## config.mk

```make
export PLATFORM = sky130hd
export DESIGN_NAME = sgf_fill_unit
export DESIGN_NICKNAME = d
export VERILOG_FILES = /design/src/rtl/sgf_pkg.sv /design/src/rtl/sgf_fill_unit.sv
export SDC_FILE = /design/constraint.sdc
export NUM_CORES = 1
export LEC_CHECK = 0
export BUFFER_PORTS_ARGS = -buffer_cell sky130_fd_sc_hd__buf_4
export CAP_MARGIN = 10
export CORE_MARGIN = 2
export CORE_UTILIZATION = 48
export DETAILED_ROUTE_END_ITERATION = 8
export PLACE_DENSITY = 0.85
export SYNTH_ARGS = -nofsm -noshare
export SYNTH_HDL_FRONTEND = slang
export SYNTH_SLANG_ARGS = --single-unit
```

## constraint.sdc

```tcl
create_clock -name vclk -period 3.7
set_clock_uncertainty 0.1 [all_clocks]
set_input_delay 0.74 -clock vclk [all_inputs]
set_output_delay 0.74 -clock vclk [all_outputs]
set_load 0.005 [all_outputs]
```

## src/rtl/sgf_pkg.sv

```systemverilog
// Shared types and constants for the single-pixel gap fill core.
package sgf_pkg;

   // CSR register indexes
   localparam int CSR_INDEX_BITS = 2;
   localparam int CSR_DATA_BITS  = 12;
   localparam logic [CSR_INDEX_BITS-1:0] CSR_FRAME_WIDTH  = 2'd0;
   localparam logic [CSR_INDEX_BITS-1:0] CSR_FRAME_HEIGHT = 2'd1;
   localparam logic [CSR_INDEX_BITS-1:0] CSR_AVERAGE_MODE = 2'd2;

   // frame geometry
   localparam int DIM_BITS     = 12;
   localparam int RESET_WIDTH  = 640;
   localparam int RESET_HEIGHT = 480;
   localparam int MIN_DIM      = 3;

   // result queue sizing
   localparam int QUEUE_DEPTH      = 8;
   localparam int QUEUE_PTR_BITS   = 3;
   localparam int QUEUE_COUNT_BITS = 4;

   // control carried from the address stage to the fill stage
   typedef struct packed {
      logic valid;
      logic has_prev_row;
      logic interior;
      logic last_row;
      logic row_end;
      logic average_mode;
   } fill_ctl_type;

   // sideband flags of one result transaction
   typedef struct packed {
      logic last_of_run;
      logic frame_end;
   } rsp_flags_type;

endpackage

```

## src/rtl/sgf_fill_unit.sv

```systemverilog
// Hole detection and neighbour selection for one pixel.
module sgf_fill_unit #(
   parameter int CHANNEL_BITS = 8
) (
   input  sgf_pkg::fill_ctl_type      ctl,
   input  logic [3*CHANNEL_BITS-1:0]  center,
   input  logic [3*CHANNEL_BITS-1:0]  up,
   input  logic [3*CHANNEL_BITS-1:0]  down,
   input  logic [3*CHANNEL_BITS-1:0]  left,
   input  logic [3*CHANNEL_BITS-1:0]  right,
   output logic [3*CHANNEL_BITS-1:0]  result
);
   import sgf_pkg::*;

   localparam int PB = 3 * CHANNEL_BITS;

   logic [PB-1:0] avg_vert;
   logic [PB-1:0] avg_horz;

   // per-channel sum of truncated halves
   always_comb begin
      for (int c = 0; c < 3; c++) begin
         avg_vert[c*CHANNEL_BITS +: CHANNEL_BITS] =
            (up[c*CHANNEL_BITS +: CHANNEL_BITS] >> 1) +
            (down[c*CHANNEL_BITS +: CHANNEL_BITS] >> 1);
         avg_horz[c*CHANNEL_BITS +: CHANNEL_BITS] =
            (left[c*CHANNEL_BITS +: CHANNEL_BITS] >> 1) +
            (right[c*CHANNEL_BITS +: CHANNEL_BITS] >> 1);
      end
   end

   // vertical pair first, then horizontal pair, else keep the hole
   always_comb begin
      result = center;
      if (ctl.interior && (center == '0)) begin
         if ((up != '0) && (down != '0)) begin
            result = ctl.average_mode ? avg_vert : up;
         end else if ((left != '0) && (right != '0)) begin
            result = ctl.average_mode ? avg_horz : left;
         end
      end
   end

endmodule

```

==> reports/results.ini <==
[die]
die_w_um = 79.71
die_area_mm2 = 0.006354
die_h_um = 79.71
coreArea_mm2 = 0.005507
ioPinCount = 150
num_rows = 27
initial_utilization_pct = 49.97

[pwr]
leakage_nw = 1.809
power.internal_mw = 0.2588
p_seq_share_pct = 0
fin_total_pwr_mw = 0.4974
p_sw_mw = 0.2386
clockPowerShare_pct = 0
switching_share_pct = 47.96
power_density_mw_per_mm2 = 126.7
vdd_drop_max_mv = 0.06818
combPwrFrac_pct = 100.0

[routing]
drc_errors = 0
via_per_inst = 6.032
routed_wirelength_mm = 9.863
first_pass_iters = 4
vias = 3571
antenna_left = 0
routedWlPerCell_um = 16.66
drt_iter0_drc = 229

[timing]
final.setup.worst_slack_ns = 0.1248
maxSlewViolCount = 0
fin_crit_ns = 3.575
finalHoldViolations = 0
fin_setup_tns_ns = 0
timing.final.crit_share_pct = 96.63
slew_headroom_pct = 66.32
rsz0062_at_grt = no
fmaxAchievable_mhz = 279.7
tightest_slew_ns = 0.5006
setup_viol = 0

[finish]
diodes = 0
finish.instance_area_mm2 = 0.003926
seqCellArea_um2 = 0
clock_buffers = 0
nFlopsAndLatches = 0
layout-drive-gt1-share_pct = 36.54
syn_to_final_growth_pct = 42.70
final_util_pct = 71.30
final_net_count = 696

[placed_design]
dp_hpwl_mm = 8.537
place_ws_ns = 0.02765
numPortBuffers = 146
gp_congestion = 0.9750
placed_area_mm2 = 0.003894

[outcome]
status = finished clean

[synth]
synth_top_family_by_area = compound AO/OA/AOI/OAI gates
synth_mux_area_share_pct = 7.958
synth_common_cells = ha_1, o21ai_0, nor4_1, a21oi_1, nor2_1
syn_area_per_cell_um2 = 7.165
synthAdderAreaFrac_pct = 23.47
synthCells = 384
synth_xor_area_share_pct = 4.138
synth-simple-area-share_pct = 24.92
synth_cell_types = 50
ys_warn_count = 0
yosys.area.top_type = ha_1
synth_area_leaders = ha_1, o21ai_0, nor4_1, mux2_2, a21oi_1
syn-num-nets = 558
synth-compound-area-share_pct = 33.15
synth_area_mm2 = 0.002751
ys_seq_area_share_pct = 0
synth_top_area_share_pct = 19.10

[global_routing]
grt_max_degree = 31
grt_pass1_wl_mm = 15.46
grt_pass1_vias = 3393
overflow = 0
antenna_found_initial = 0
grt_usage_pct = 29.79

[worst_hold_path]
hp-start = center[13]
hp-class = input pin to output pin

[critical_path]
cp-start-kind = input pin
crit_family = compound AO/OA/AOI/OAI gates
crit_chain = buf_4 > ha_1 > inv_1 > fa_1 > nand2b_4 > a21oi_2 > o21ai_0 > mux2_2 > a221oi_1 > o211ai_1 > buf_4
worstSetupPathType = input pin to output pin
worstPathRequired_ns = 2.86
cpMaxStageDelayCell = fa_1
critical-path-max-stage-delay_ns = 0.38
worst-path-buf-inv = 3
startpoint = left[1]
critPathMaxFanout = 3
arrival_ns = 2.74
path_common_cell = buf_4
endpoint_kind = output pin

[flow_run]
drv_cap = 0

[clocking]
post-cts-setup-buffer-count = 0

==> layout by cell type (no fill, tap or decap), types with 6 or more instances in the layout <==
cell / instances
a211oi_1: 11
a21o_1: 6
a21oi_1: 24
a221o_2: 10
buf_4: 150
fa_1: 6
ha_1: 41
inv_1: 26
mux2_2: 15
nand2_1: 22
nand2b_1: 8
nor2_1: 27
nor3_1: 10
nor4_1: 28
o211ai_1: 7
o21ai_0: 42
o21bai_1: 9
xnor2_1: 12
==> worst min-delay path: cells and delay by family <==
kind	cells	cell delay, ns
buffers and inverters	2	0.17
AOI/OAI and AO/OA	1	0.09
==> cell type report <==
type | instances | area, um^2
fill | 472 | 1580
multi-input combinational | 343 | 2609
timing repair buffer | 150 | 1126
tap | 72 | 90.09
inverter | 27 | 101.3
==> worst paths after layout <==
path,cells after the start,endpoint,slack [ns]
worst max-delay path,11,result[6],0.12
worst min-delay path,3,result[13],1.65
==> per-stage QoR <==
step,std cells,hold slack (ns)
3_5_place_dp,592,1.654
3_3_place_gp,592,1.650
4_1_cts,592,1.654
5_1_grt,592,1.659
6_report,592,1.651
2_1_floorplan,384,1.467
==> what timing repair did <==
item	4_1_cts	5_1_grt
hold endpoints to repair	0	0
resized for setup	0	7
setup endpoints to repair	0	3
hold buffers	0	0
==> routing by layer <==
metal / track usage, % / routed length, um / vias up
met5: 0 / 0 / -
met2: 53.61 / 4825 / 177
li1: - / - / 1754
met4: 8.103 / 245 / 0
met3: 1.697 / 699 / 23
met1: 38.23 / 4093 / 1617
==> power groups by stage <==
stage	clock [mW]	sequential, mW	combinational (mW)
2_1_floorplan	0	0	0.272
3_3_place_gp	0	0	0.470
3_5_place_dp	0	0	0.484
4_1_cts	0	0	0.486
5_1_grt	0	0	0.546
6_report	0	0	0.497
==> logic make-up after synthesis <==
| logic type | Yosys count |
|---|---|
| simple gates | 128 |
| mux | 20 |
| buf+inv | 41 |
| compound gates | 134 |
| fa+ha+maj | 48 |
| xor+xnor | 13 |
(Power assumes the default switching activity.)
