## src/rtl/sgf_pkg.sv

```systemverilog
// Shared types and constants for the single-pixel gap fill core.
package sgf_pkg;

   // CSR register indexes
   localparam int CSR_INDEX_BITS = 2;
   localparam int CSR_DATA_BITS  = 12;
   localparam logic [CSR_INDEX_BITS-1:0] CSR_FRAME_WIDTH  = 2'd0;
   localparam logic [CSR_INDEX_BITS-1:0] CSR_FRAME_HEIGHT = 2'd1;
   localparam logic [CSR_INDEX_BITS-1:0] CSR_AVERAGE_MODE = 2'd2;

   // frame geometry
   localparam int DIM_BITS     = 12;
   localparam int RESET_WIDTH  = 640;
   localparam int RESET_HEIGHT = 480;
   localparam int MIN_DIM      = 3;

   // result queue sizing
   localparam int QUEUE_DEPTH      = 8;
   localparam int QUEUE_PTR_BITS   = 3;
   localparam int QUEUE_COUNT_BITS = 4;

   // control carried from the address stage to the fill stage
   typedef struct packed {
      logic valid;
      logic has_prev_row;
      logic interior;
      logic last_row;
      logic row_end;
      logic average_mode;
   } fill_ctl_type;

   // sideband flags of one result transaction
   typedef struct packed {
      logic last_of_run;
      logic frame_end;
   } rsp_flags_type;

endpackage

```

## src/rtl/sgf_result_queue.sv

```systemverilog
// Small result queue taking up to two transactions per cycle, one out per cycle while out_stall is low.
module sgf_result_queue #(
   parameter int PIXEL_BITS = 24
) (
   input  logic                                   clock,
   input  logic                                   reset,
   input  logic                                   push0,
   input  logic [PIXEL_BITS-1:0]                  pixel0,
   input  sgf_pkg::rsp_flags_type                 flags0,
   input  logic                                   push1,
   input  logic [PIXEL_BITS-1:0]                  pixel1,
   input  sgf_pkg::rsp_flags_type                 flags1,
   output logic                                   out_valid,
   output logic [PIXEL_BITS-1:0]                  out_pixel,
   output sgf_pkg::rsp_flags_type                 out_flags,
   input  logic                                   out_stall,
   output logic [sgf_pkg::QUEUE_COUNT_BITS-1:0]   count
);
   import sgf_pkg::*;

   logic [PIXEL_BITS-1:0]       pixel_ff [QUEUE_DEPTH];
   rsp_flags_type               flags_ff [QUEUE_DEPTH];
   logic [QUEUE_PTR_BITS-1:0]   wr_ptr_ff, wr_ptr_in;
   logic [QUEUE_PTR_BITS-1:0]   rd_ptr_ff, rd_ptr_in;
   logic [QUEUE_COUNT_BITS-1:0] count_ff, count_in;
   logic [QUEUE_PTR_BITS-1:0]   second_ptr;
   logic                        pop;

   assign out_valid = (count_ff != '0);
   assign out_pixel = pixel_ff[rd_ptr_ff];
   assign out_flags = flags_ff[rd_ptr_ff];
   assign count     = count_ff;
   assign pop       = out_valid && !out_stall;

   // second push lands behind the first one if both are present
   assign second_ptr = wr_ptr_ff + QUEUE_PTR_BITS'(push0);

   // pointer and occupancy update
   always_comb begin
      wr_ptr_in = wr_ptr_ff + QUEUE_PTR_BITS'(push0) + QUEUE_PTR_BITS'(push1);
      rd_ptr_in = rd_ptr_ff + QUEUE_PTR_BITS'(pop);
      count_in  = count_ff + QUEUE_COUNT_BITS'(push0) + QUEUE_COUNT_BITS'(push1)
                  - QUEUE_COUNT_BITS'(pop);
   end

   always_ff @(posedge clock) begin
      if (reset) begin
         wr_ptr_ff <= '0;
         rd_ptr_ff <= '0;
         count_ff  <= '0;
      end else begin
         wr_ptr_ff <= wr_ptr_in;
         rd_ptr_ff <= rd_ptr_in;
         count_ff  <= count_in;
      end
   end

   // entry storage
   always_ff @(posedge clock) begin
      if (push0) begin
         pixel_ff[wr_ptr_ff] <= pixel0;
         flags_ff[wr_ptr_ff] <= flags0;
      end
      if (push1) begin
         pixel_ff[second_ptr] <= pixel1;
         flags_ff[second_ptr] <= flags1;
      end
   end

endmodule

```

## config.mk

```make
export PLATFORM = sky130hd
export DESIGN_NAME = sgf_result_queue
export DESIGN_NICKNAME = d
export VERILOG_FILES = /design/src/rtl/sgf_pkg.sv /design/src/rtl/sgf_result_queue.sv
export SDC_FILE = /design/constraint.sdc
export NUM_CORES = 1
export LEC_CHECK = 0
export BUFFER_PORTS_ARGS = -buffer_cell sky130_fd_sc_hd__buf_4
export CAP_MARGIN = 20
export CORE_ASPECT_RATIO = 0.8
export CORE_UTILIZATION = 52
export DETAILED_ROUTE_END_ITERATION = 12
export PLACE_DENSITY = 0.73
export SLEW_MARGIN = 40
export SYNTH_ARGS = -nofsm -noshare
export SYNTH_HDL_FRONTEND = slang
export SYNTH_SLANG_ARGS = --single-unit
```

## constraint.sdc

```tcl
create_clock -name clock -period 3.8 [get_ports clock]
set_input_delay 0.19 -clock clock [delete_from_list [all_inputs] [get_ports clock]]
set_output_delay 0.19 -clock clock [all_outputs]
set_load 0.02 [all_outputs]
```

==> results of run 1 <==
## path summary, 6_finish.rpt
path         slack [ns]                        end               startpoint  cells past startpoint
max reg2reg        1.08  pixel_ff[3][12]$_DFFE_PP_  wr_ptr_ff[0]$_SDFF_PP0_                      6
max                1.02              out_pixel[12]  rd_ptr_ff[1]$_SDFF_PP0_                      4
min                0.05   pixel_ff[4][9]$_DFFE_PP_                pixel0[9]                      2
min reg2reg        0.66        count[0]$_SDFF_PP0_      count[0]$_SDFF_PP0_                      3
## kinds of logic after synthesis
family | count (synthesis) | share of synthesized area (%)
adders and majority gates | 12 | 1.51
and+or+nand+nor | 31 | 1.67
AOI/OAI and AO/OA | 12 | 0.722
muxes | 286 | 34.9
DFF | 218 | 59.0
buffers and inverters | 39 | 1.67
xor gates and xnor gates | 5 | 0.539
## worst max-delay path, cell delays in order, from the launching register on
cell	delay, ns
dfxtp_4	0.66
buf_12	0.34
mux4_2	0.59
mux2_2	0.29
buf_4	0.16
## layout by cell type (no fill, tap or decap), types with 3 or more instances in the layout
cell type,n
clkinvlp_4,3
bufinv_16,5
nor2_1,7
nor2b_1,4
clkbuf_16,23
nand2_1,4
a21oi_1,3
o22ai_2,4
clkinv_1,5
nand2b_1,4
mux2_2,234
dfxtp_1,8
inv_1,7
edfxtp_1,208
nor2_2,4
buf_12,3
buf_4,109
ha_1,10
mux4_2,52
## metrics by stage
| stage | setup slack (ns) | total power, mW | hold slack, ns |
|---|---|---|---|
| floorplan | 0.793 | 4.52 | 0.410 |
| global placement | 1.19 | 5.24 | 0.429 |
| detailed placement | 1.11 | 5.33 | 0.438 |
| CTS | 0.979 | 7.70 | 0.0331 |
| global route | 0.891 | 7.94 | 0.0376 |
| finish | 1.02 | 7.65 | 0.0461 |
## per-layer routing
metal / wire (um) / track usage, % / vias to the layer above
met5: 0 / 0 / -
met4: 435 / 5.40 / 0
li1: - / - / 2677
met3: 1310 / 3.98 / 36
met2: 12100 / 38.4 / 195
met1: 11100 / 34.6 / 3205
## registers in the layout (all words and copies together) (netlist names)
register and cells:
flags_ff 16, rd_ptr_ff 3, count 4, pixel_ff 192, wr_ptr_ff 3
## layout make-up
class / instances / area [sq um] / share of cell area (%)
flip-flops and latches: 218 / 6450 / 50.1
inverters: 7 / 26.3 / 0.204
multi-input cells: 346 / 4370 / 33.9
repair buffers: 115 / 911 / 7.07
clock buffers: 25 / 583 / 4.52
clock inverters: 16 / 210 / 1.63
well taps: 269 / 337 / 2.61
## power by group through the flow
stage               Combinational, mW  Sequential, mW  Clock [mW]
global placement                 2.05            3.20           0
finish                           2.12            3.16        2.38
global route                     2.26            3.19        2.50
CTS                              2.13            3.17        2.41
detailed placement               2.12            3.22           0
floorplan                        1.38            3.14           0
==> run metrics, run 1 <==
TritonRoute pass-1 iters 4; Post-CTS Setup Inserts 0; crit share post-route about three quarters; Clock Power Share 31.1%; H-tree depth 1; area of the mapped netlist 0.0109 sq mm; dominant cells by area after synthesis edfxtp_1 57%, mux2_2 24%, mux4_2 11%; Worst Path Arrival 2.59 ns; Initial Util 52.9%; RSZ-0062 raised after global routing false; WL per Instance 25.0 um; final instance area ~0.013 sq mm; VDD IR max 369 uV; Synth Instances 603; Leak about 4.3 nW; Synth Register Bits 218; DRC Markers 0; Gate power share 27.6%; critical path data required time 3.61 ns; vias in the first global route 6,411; largest area contributor in the netlist edfxtp_1; largest net degree at the start of global routing between 50 and 60; IO Count a little under 90; Tot GR Track Use 24.0%; initial DRC count 403; Via density 6.14; Clock Sinks 218; Worst Setup End Kind output port; switching share of power 28.2%; Core Area roughly 0.021 sq mm; Setup TNS 0 ns; post-DP HPWL roughly 16 mm; share of cells above drive strength 1 a little over three fifths; Util after Layout 62.4%; Final Non-Filler Cells 996; Final Max Tran Viols 0; Worst Setup Start Kind flip-flop; GR Overflow Total 0; initial antenna violation count 0; P&R area growth vs syn 18.0%; GPL Wtd Cong about 0.74; synth unique cells 31; Fillers roughly 1,500; final setup fails 0; hold crit path type primary input to flip-flop; overall die width 164 um; Ys Warns 0; row count 47; critical path type flip-flop to output port; Clock Path Buffers 3; CTS tree done; min cycle time layout 2.78 ns; clk_skew 0.00657 ns; top cells by count, synth 234 x mux2_2, 208 x edfxtp_1, 52 x mux4_2, 17 x buf_2; first-pass GRT wire length 38.4 mm; Final Hold Viols 0; vias after detailed routing 6,113; clock-pin slew on the worst setup and hold paths 0.06 ns; net switching power around 2.2 mW; Sequential Power Share 41.3%; antenna viol nets, final 0; worst rel slew slack between 50 and 60%; post-synth top area share 57.2%; Port Buffers 87; Pint 5.49 mW; pwr dens 594 mW/mm^2; Fmax 359 MHz; CP Max Fanout 32; actual slew at the worst max-slew pin 0.716 ns; die area 0.0216 sq mm; Root Buffer clkbuf_16; post-placement cell count 953; Clock Latency Late Sink 0.51 ns; Synth Flop Type edfxtp_1; syn_nets 672; post-synthesis sequential area ratio 59.0%; most common cell in the netlist mux2_2; Ant. Diodes 0; number of synthesized flops with an enable pin 208; Max Cap Viol 0; mean area per synthesized cell 18.1 sq um; CTS hold repair buffers 1; Post-synth ARST share 0%; CTS resizes 0; number of buffers created by CTS 23; final net count 780; placed cell area 0.0121 sq mm; final WL 24.9 mm; status finished clean; Die Span Y 132 um
(Power assumes the default switching activity.)
==> run 2: changes to the inputs <==
Settings changed: ABC_AREA from default to 1, PLACE_DENSITY 0.73 to 0.75.
Clock period 3.8 ns to 2.3 ns, I/O delays scaled along.
==> run 2 against run 1 <==
Effect of this change: clock power grew 50%; hold slack gained 0.055 ns; cell area up 20%; count of clock-buffer cells in the layout rose by 9; routed wire length increased by 58%; global-route usage grew 6.2 points; clock skew up 0.0033 ns; die area rose by 23%; largest power group is now combinational logic; area after synthesis rose by 23%.
==> run metrics, run 2 <==
DRC Markers 0 (unchanged); adder-cell share of the synthesized area 1.23% (-0.29 points); initial antenna violation count 0 (unchanged); Synth Flop Type edfxtp_1; commonest non-fill, non-tap cells in the layout 766 x nand2_1, 222 x inv_1, 208 x nand4_1, 208 x edfxtp_1, 120 x buf_4; top cells by count, synth 767 x nand2_1, 222 x inv_1, 208 x edfxtp_1, 208 x nand4_1, 107 x nand3_1; Core Area 0.0254 sq mm (+23%); post-DP HPWL 21.8 mm (+40%); Util after Layout 60.8% (-1.6 points); number of synthesized flops with an enable pin 208 (unchanged); vias in the first global route 11,754 (+83%); antenna viol nets, final 0 (unchanged); placed cell area 0.0142 sq mm (+17%); first-pass GRT wire length 62.4 mm (+63%); met3 Use GR 4.30% (+0.33 points); Ant. Diodes 0 (unchanged); M1 GR Usage 38.9% (+4.4 points); die area 0.0265 sq mm (+23%); critical path data required time 2.71 ns (-0.90 ns); Die Span Y 146 um (+11%); VDD IR max 732 uV (+98%); mux cell area share after synthesis 0% (-35 points); Simple-Gate Fraction of Synth Area 36.7% (+35 points); commonest non-fill, non-tap cell in the layout nand2_1; CP Max Fanout 2 (-94%); share of cells above drive strength 1 10.8% (-52 points); syn_nets 1,822 (+170%); GR Overflow Total 0 (unchanged); Final Hold Viols 0 (unchanged); Ys Warns 0 (unchanged); Worst Setup End Kind flip-flop; IO Count 88 (unchanged); Worst Setup Start Kind flip-flop; pwr dens 959 mW/mm^2 (+61%); Post-synth ARST share 0% (unchanged); RSZ-0062 raised after global routing false; Via density 5.71 (-7.0%); Synth Area in Compound Gates 0.418% (-0.30 points); Worst Path Arrival 2.60 ns (about the same); overall die width 182 um (+11%); Clock Latency Late Sink 0.52 ns (about the same); Clock Path Buffers 3 (unchanged); most common cell in the netlist nand2_1; final WL 39.5 mm (+58%); WHS 0.101 ns (+0.0545 ns); final setup fails 0 (unchanged); row count 52 (+11%); WL per Instance 18.5 um (-26%); Fmax 458 MHz; clock-pin slew on the worst setup and hold paths 0.05 ns (about the same); Initial Util 53.1% (+0.15 points); Port Buffers 87 (unchanged); clk_skew 0.00986 ns (+0.00329 ns); synth unique cells 30 (-3.2%); critical path type flip-flop to flip-flop; Synth Register Bits 218 (unchanged); area of the mapped netlist 0.0135 sq mm (+23%); CTS tree done; crit share post-route 95.0%; post-synth top area share 46.4% (-11 points); initial DRC count 1,277 (+220%); hold crit path type primary input to flip-flop; largest net degree at the start of global routing 106 (+96%); largest family of logic cells by synthesized area simple AND/OR/NAND/NOR gates; Max Cap Viol 0 (unchanged); GPL Wtd Cong 0.816 (+9.6%); mean area per synthesized cell 7.68 sq um (-58%); P&R area growth vs syn 14.6%; grt met2 use 51.0% (+13 points); largest area contributor in the netlist edfxtp_1; worst rel slew slack 52.2% (+0.062 points); Tot GR Track Use 30.2% (+6.2 points); vias after detailed routing 12,161 (+99%); H-tree depth 1 (unchanged); Synth Area in XOR/XNOR 0.130% (-0.41 points); min cycle time layout about 2.2 ns; TritonRoute pass-1 iters 6 (+2); Synth Instances 1,753 (+190%); post-synthesis sequential area ratio 47.9% (-11 points); final net count 1,860 (+140%); number of buffers created by CTS 25 (+8.7%); largest register by flop count pixel_ff; Leak 7.47 nW (+73%); actual slew at the worst max-slew pin 0.714 ns (-0.00265 ns); number of flip-flops in the largest register 192 (unchanged); dominant cells by area after synthesis edfxtp_1 46%, nand2_1 21%, nand4_1 9.7%; status finished clean; Root Buffer clkbuf_16; Clock Sinks 218 (unchanged); Final Max Tran Viols 0 (unchanged); GR peak layer met2; final instance area 0.0154 sq mm (+20%)
## run 2: cell types whose count changed after synthesis, sizes merged, moves of 21 or more
cell    previous run  this run
clkbuf            10        31
mux2             234         0
buf               22       145
nand3              1       115
mux4              52         0
nand4              0       208
nand2              6       769
inv                7       226
## run 2: worst max-delay path: stages, from the launching register on
cell,delay (ns)
dfxtp_1,0.32
inv_1,0.06
ha_1,0.22
a31oi_2,0.21
ha_1,0.27
fa_2,0.37
fa_1,0.42
xor2_1,0.16
nor2_1,0.05
## run 2: what timing repair did
action	4_1_cts	5_1_grt
hold buffers	54	0
resized for setup	0	3
endpoints found under the hold margin	218	0
setup endpoints to repair	0	4
setup buffers	0	0
## run 2: final cells by class
type                       count  area (sq um)
sequential                   218          6450
fill                        2168          9950
clock buffer                  34           659
timing repair buffer         187          1700
tap                          324           405
multi-input combinational   1130          5300
clock inverter                 8          42.5
inverter                     229           867
## run 2: layer usage
metal  wire (um)  share of wire, %
met1       15100                38
met3        4040                10
met2       19000                48
met4        1420               3.6
met5           0                 0
## run 2: per-stage QoR
stage                     setup WS, ns  instances  setup TNS [ns]  power, mW
after floorplan                 -0.299       1753          -15.56       9.18
after global routing            0.0158       2130               0       15.5
after global placement          0.0775       2031               0       10.9
after CTS                       0.0265       2130               0       14.7
final                            0.114       2130               0       14.8
after detailed placement        0.0435       2034               0       11.1
## run 2: worst paths after layout
path / start / end / slack, ns / cells past startpoint
max: count[2]$_SDFF_PP0_ / count[2]$_SDFF_PP0_ / 0.11 / 8
min reg2reg: count[3]$_SDFF_PP0_ / count[3]$_SDFF_PP0_ / 0.66 / 4
max reg2reg: count[2]$_SDFF_PP0_ / count[2]$_SDFF_PP0_ / 0.11 / 8
min: out_stall / rd_ptr_ff[0]$_SDFF_PP0_ / 0.10 / 5
## run 2: report_power, final
group / switching [mW] / internal [mW]
registers: 0.139 / 4.99
logic: 4.21 / 1.90
clock network: 1.56 / 1.99
## run 2: cells by family (layout without fill, tap and decap cells)
family          count (synthesis)  after routing
compound gates                 11             11
xor+xnor                        2              2
fa+ha+maj                      12             12
buf+inv                       405            458
flops                         218            218
simple gates                 1105           1105
==> run 3: changes to the inputs <==
Settings changed: ABC_AREA 1 to default.
==> run 3 against run 2 <==
Effect of this change: non-clock buffer count increased by 3; sequential cell count is the same; largest power group is now registers; routed wire length decreased by 34%; critical path type is now flip-flop to output port; via count fell by 47%; core utilization rose by 5.9 points; first-iteration DRC count decreased by 59%; clock skew is 0.00092 ns lower.
==> run metrics, run 3 (same netlist as run 1, synthesis figures left out) <==
Root Buffer clkbuf_16; status finished clean; post-DP HPWL 16.3 mm (-25%); Max Cap Viol 0 (unchanged); clock-pin slew on the worst setup and hold paths 0.06 ns (about the same); hold crit path type primary input to flip-flop; IO Count 88 (unchanged); critical path type flip-flop to output port; Tot GR Track Use 24.8% (-5.4 points); CP Max Fanout 26 (+24); clk_skew 0.00894 ns (-0.000920 ns); Final Hold Viols 0 (unchanged); number of flip-flops in the largest register 192 (unchanged); vias after detailed routing 6,439 (-47%); pwr dens 918 mW/mm^2 (-4.2%); commonest non-fill, non-tap cell in the layout mux2_2; DRC Markers 0 (unchanged); Fmax 438 MHz (-4.2%); Largest delay share family, worst path multiplexers; H-tree depth 1 (unchanged); post-placement cell count 974 (-52%); Core Area 0.0206 sq mm (-19%); final setup fails 0 (unchanged); commonest non-fill, non-tap cells in the layout 228 x mux2_2, 208 x edfxtp_1, 108 x buf_4; die area 0.0216 sq mm (-19%); antenna viol nets, final 0 (unchanged); Final Max Tran Viols 0 (unchanged); CTS tree done; Ant. Diodes 0 (unchanged); actual slew at the worst max-slew pin 0.691 ns (-0.0225 ns); row count 47 (-9.6%); worst rel slew slack 53.9% (+1.7 points); Via density 6.03 (+5.6%); GR Overflow Total 0 (unchanged); multi-input logic area 0.00441 sq mm (-17%); Worst path slowest cell mux4_2; Fillers 1,346 (-38%); RSZ-0062 raised after global routing true; largest net degree at the start of global routing 28 (-74%); Port Buffers 87 (unchanged); Initial Util 52.9% (-0.15 points); first-pass GRT wire length 39.7 mm (-36%); Clock Latency Late Sink 0.50 ns (-0.02 ns); overall die width 164 um (-9.8%); crit share post-route 99.2% (+4.2 points); initial DRC count 523 (-59%); GPL Wtd Cong 0.765 (-6.3%); CP bufs+invs 2 (+1); Worst Setup Start Kind flip-flop; Worst Setup End Kind output port; Clock Path Buffers 3 (unchanged); critical path, cell by cell buf_12, mux4_2, mux2_2, buf_4; final net count 855 (-54%); VDD IR max 612 uV (-16%); TritonRoute pass-1 iters 4 (-2); vias in the first global route 6,818 (-42%); WL per Instance 24.4 um (+32%); Critical Path Max Stage Delay 0.54 ns (+0.12 ns); initial antenna violation count 0 (unchanged); P&R area growth vs syn 26.1%; final WL 26.1 mm (-34%); Clock Sinks 218 (unchanged); Worst Path Arrival 2.17 ns (-0.43 ns); Final Non-Filler Cells 1,068 (-50%); Leak 4.71 nW (-37%); share of cells above drive strength 1 58.9% (+48 points); critical path data required time 2.18 ns (-0.53 ns); number of buffers created by CTS 23 (-8.0%); largest register by flop count pixel_ff; FF+latch area 0.00645 sq mm (about the same); min cycle time layout 2.28 ns (+0.0960 ns); Die Span Y 132 um (-9.8%); Util after Layout 66.7% (+5.9 points)
-- run 3: cell count changes in the layout (fill, tap and decap cells not counted), sizes merged, moves of 52 or more --
| cell | change |
|---|---|
| inv | -220 |
| nand2 | -763 |
| mux2 | +234 |
| mux4 | +52 |
| nand3 | -114 |
| nand4 | -208 |
-- run 3: stage by stage --
step | TNS [ns] | cell area (sq um) | hold slack [ns] | power (mW) | setup slack [ns]
floorplan | -9.71 | 11000 | 0.335 | 7.51 | -0.0709
global placement | 0 | 12500 | 0.357 | 8.90 | 0.0646
detailed placement | 0 | 12500 | 0.371 | 9.02 | 0.0377
CTS | -0.00497 | 13700 | 0.0643 | 12.6 | -0.00497
global route | -0.370 | 13800 | 0.0903 | 13.1 | -0.0462
finish | 0 | 13800 | 0.0805 | 12.6 | 0.0183
-- run 3: per-layer routing --
layer	GRT usage (%)	vias up	wire length, um
met2	40.6	216	12900
li1	-	2818	-
met5	0	-	0
met3	2.87	43	1440
met1	35.4	3362	11200
met4	6.48	0	594
-- run 3: worst min-delay path, stage by stage --
cell and delay (ns):
buf_4 0.13, inv_1 0.09, fa_1 0.17, nor2_1 0.04
-- run 3: repair_timing --
action                                  4_1_cts  5_1_grt
hold endpoints to repair                    215        0
buffers inserted                              0        2
endpoints found under the setup margin        1       25
gates cloned                                  0        0
resized for setup                             0       17
hold buffers                                 54        0
pin swaps                                     0        1
-- run 3: worst paths after layout --
| check | from | end | slack [ns] | cells past startpoint |
|---|---|---|---|---|
| setup / recovery | rd_ptr_ff[1]$_SDFF_PP0_ | out_flags[0] | 0.02 | 4 |
| hold / removal | push0 | count[0]$_SDFF_PP0_ | 0.08 | 4 |
| setup reg to reg | wr_ptr_ff[0]$_SDFF_PP0_ | pixel_ff[1][14]$_DFFE_PP_ | 0.03 | 6 |
| hold reg to reg | count[0]$_SDFF_PP0_ | count[0]$_SDFF_PP0_ | 0.64 | 3 |
-- run 3: report_power, final --
part / internal [mW] / switching [mW]
Combinational: 2.04 / 1.97
Sequential: 4.97 / 0.153
Clock: 2.05 / 1.47
Total: 9.05 / 3.59
-- run 3: area by class of cell --
cell class,instances,area share [%]
clock inverter,9,0.663
clock buffer,29,4.34
timing repair buffer,190,13.4
tap,269,2.44
sequential,218,46.9
multi-input combinational,346,32.1
inverter,7,0.191
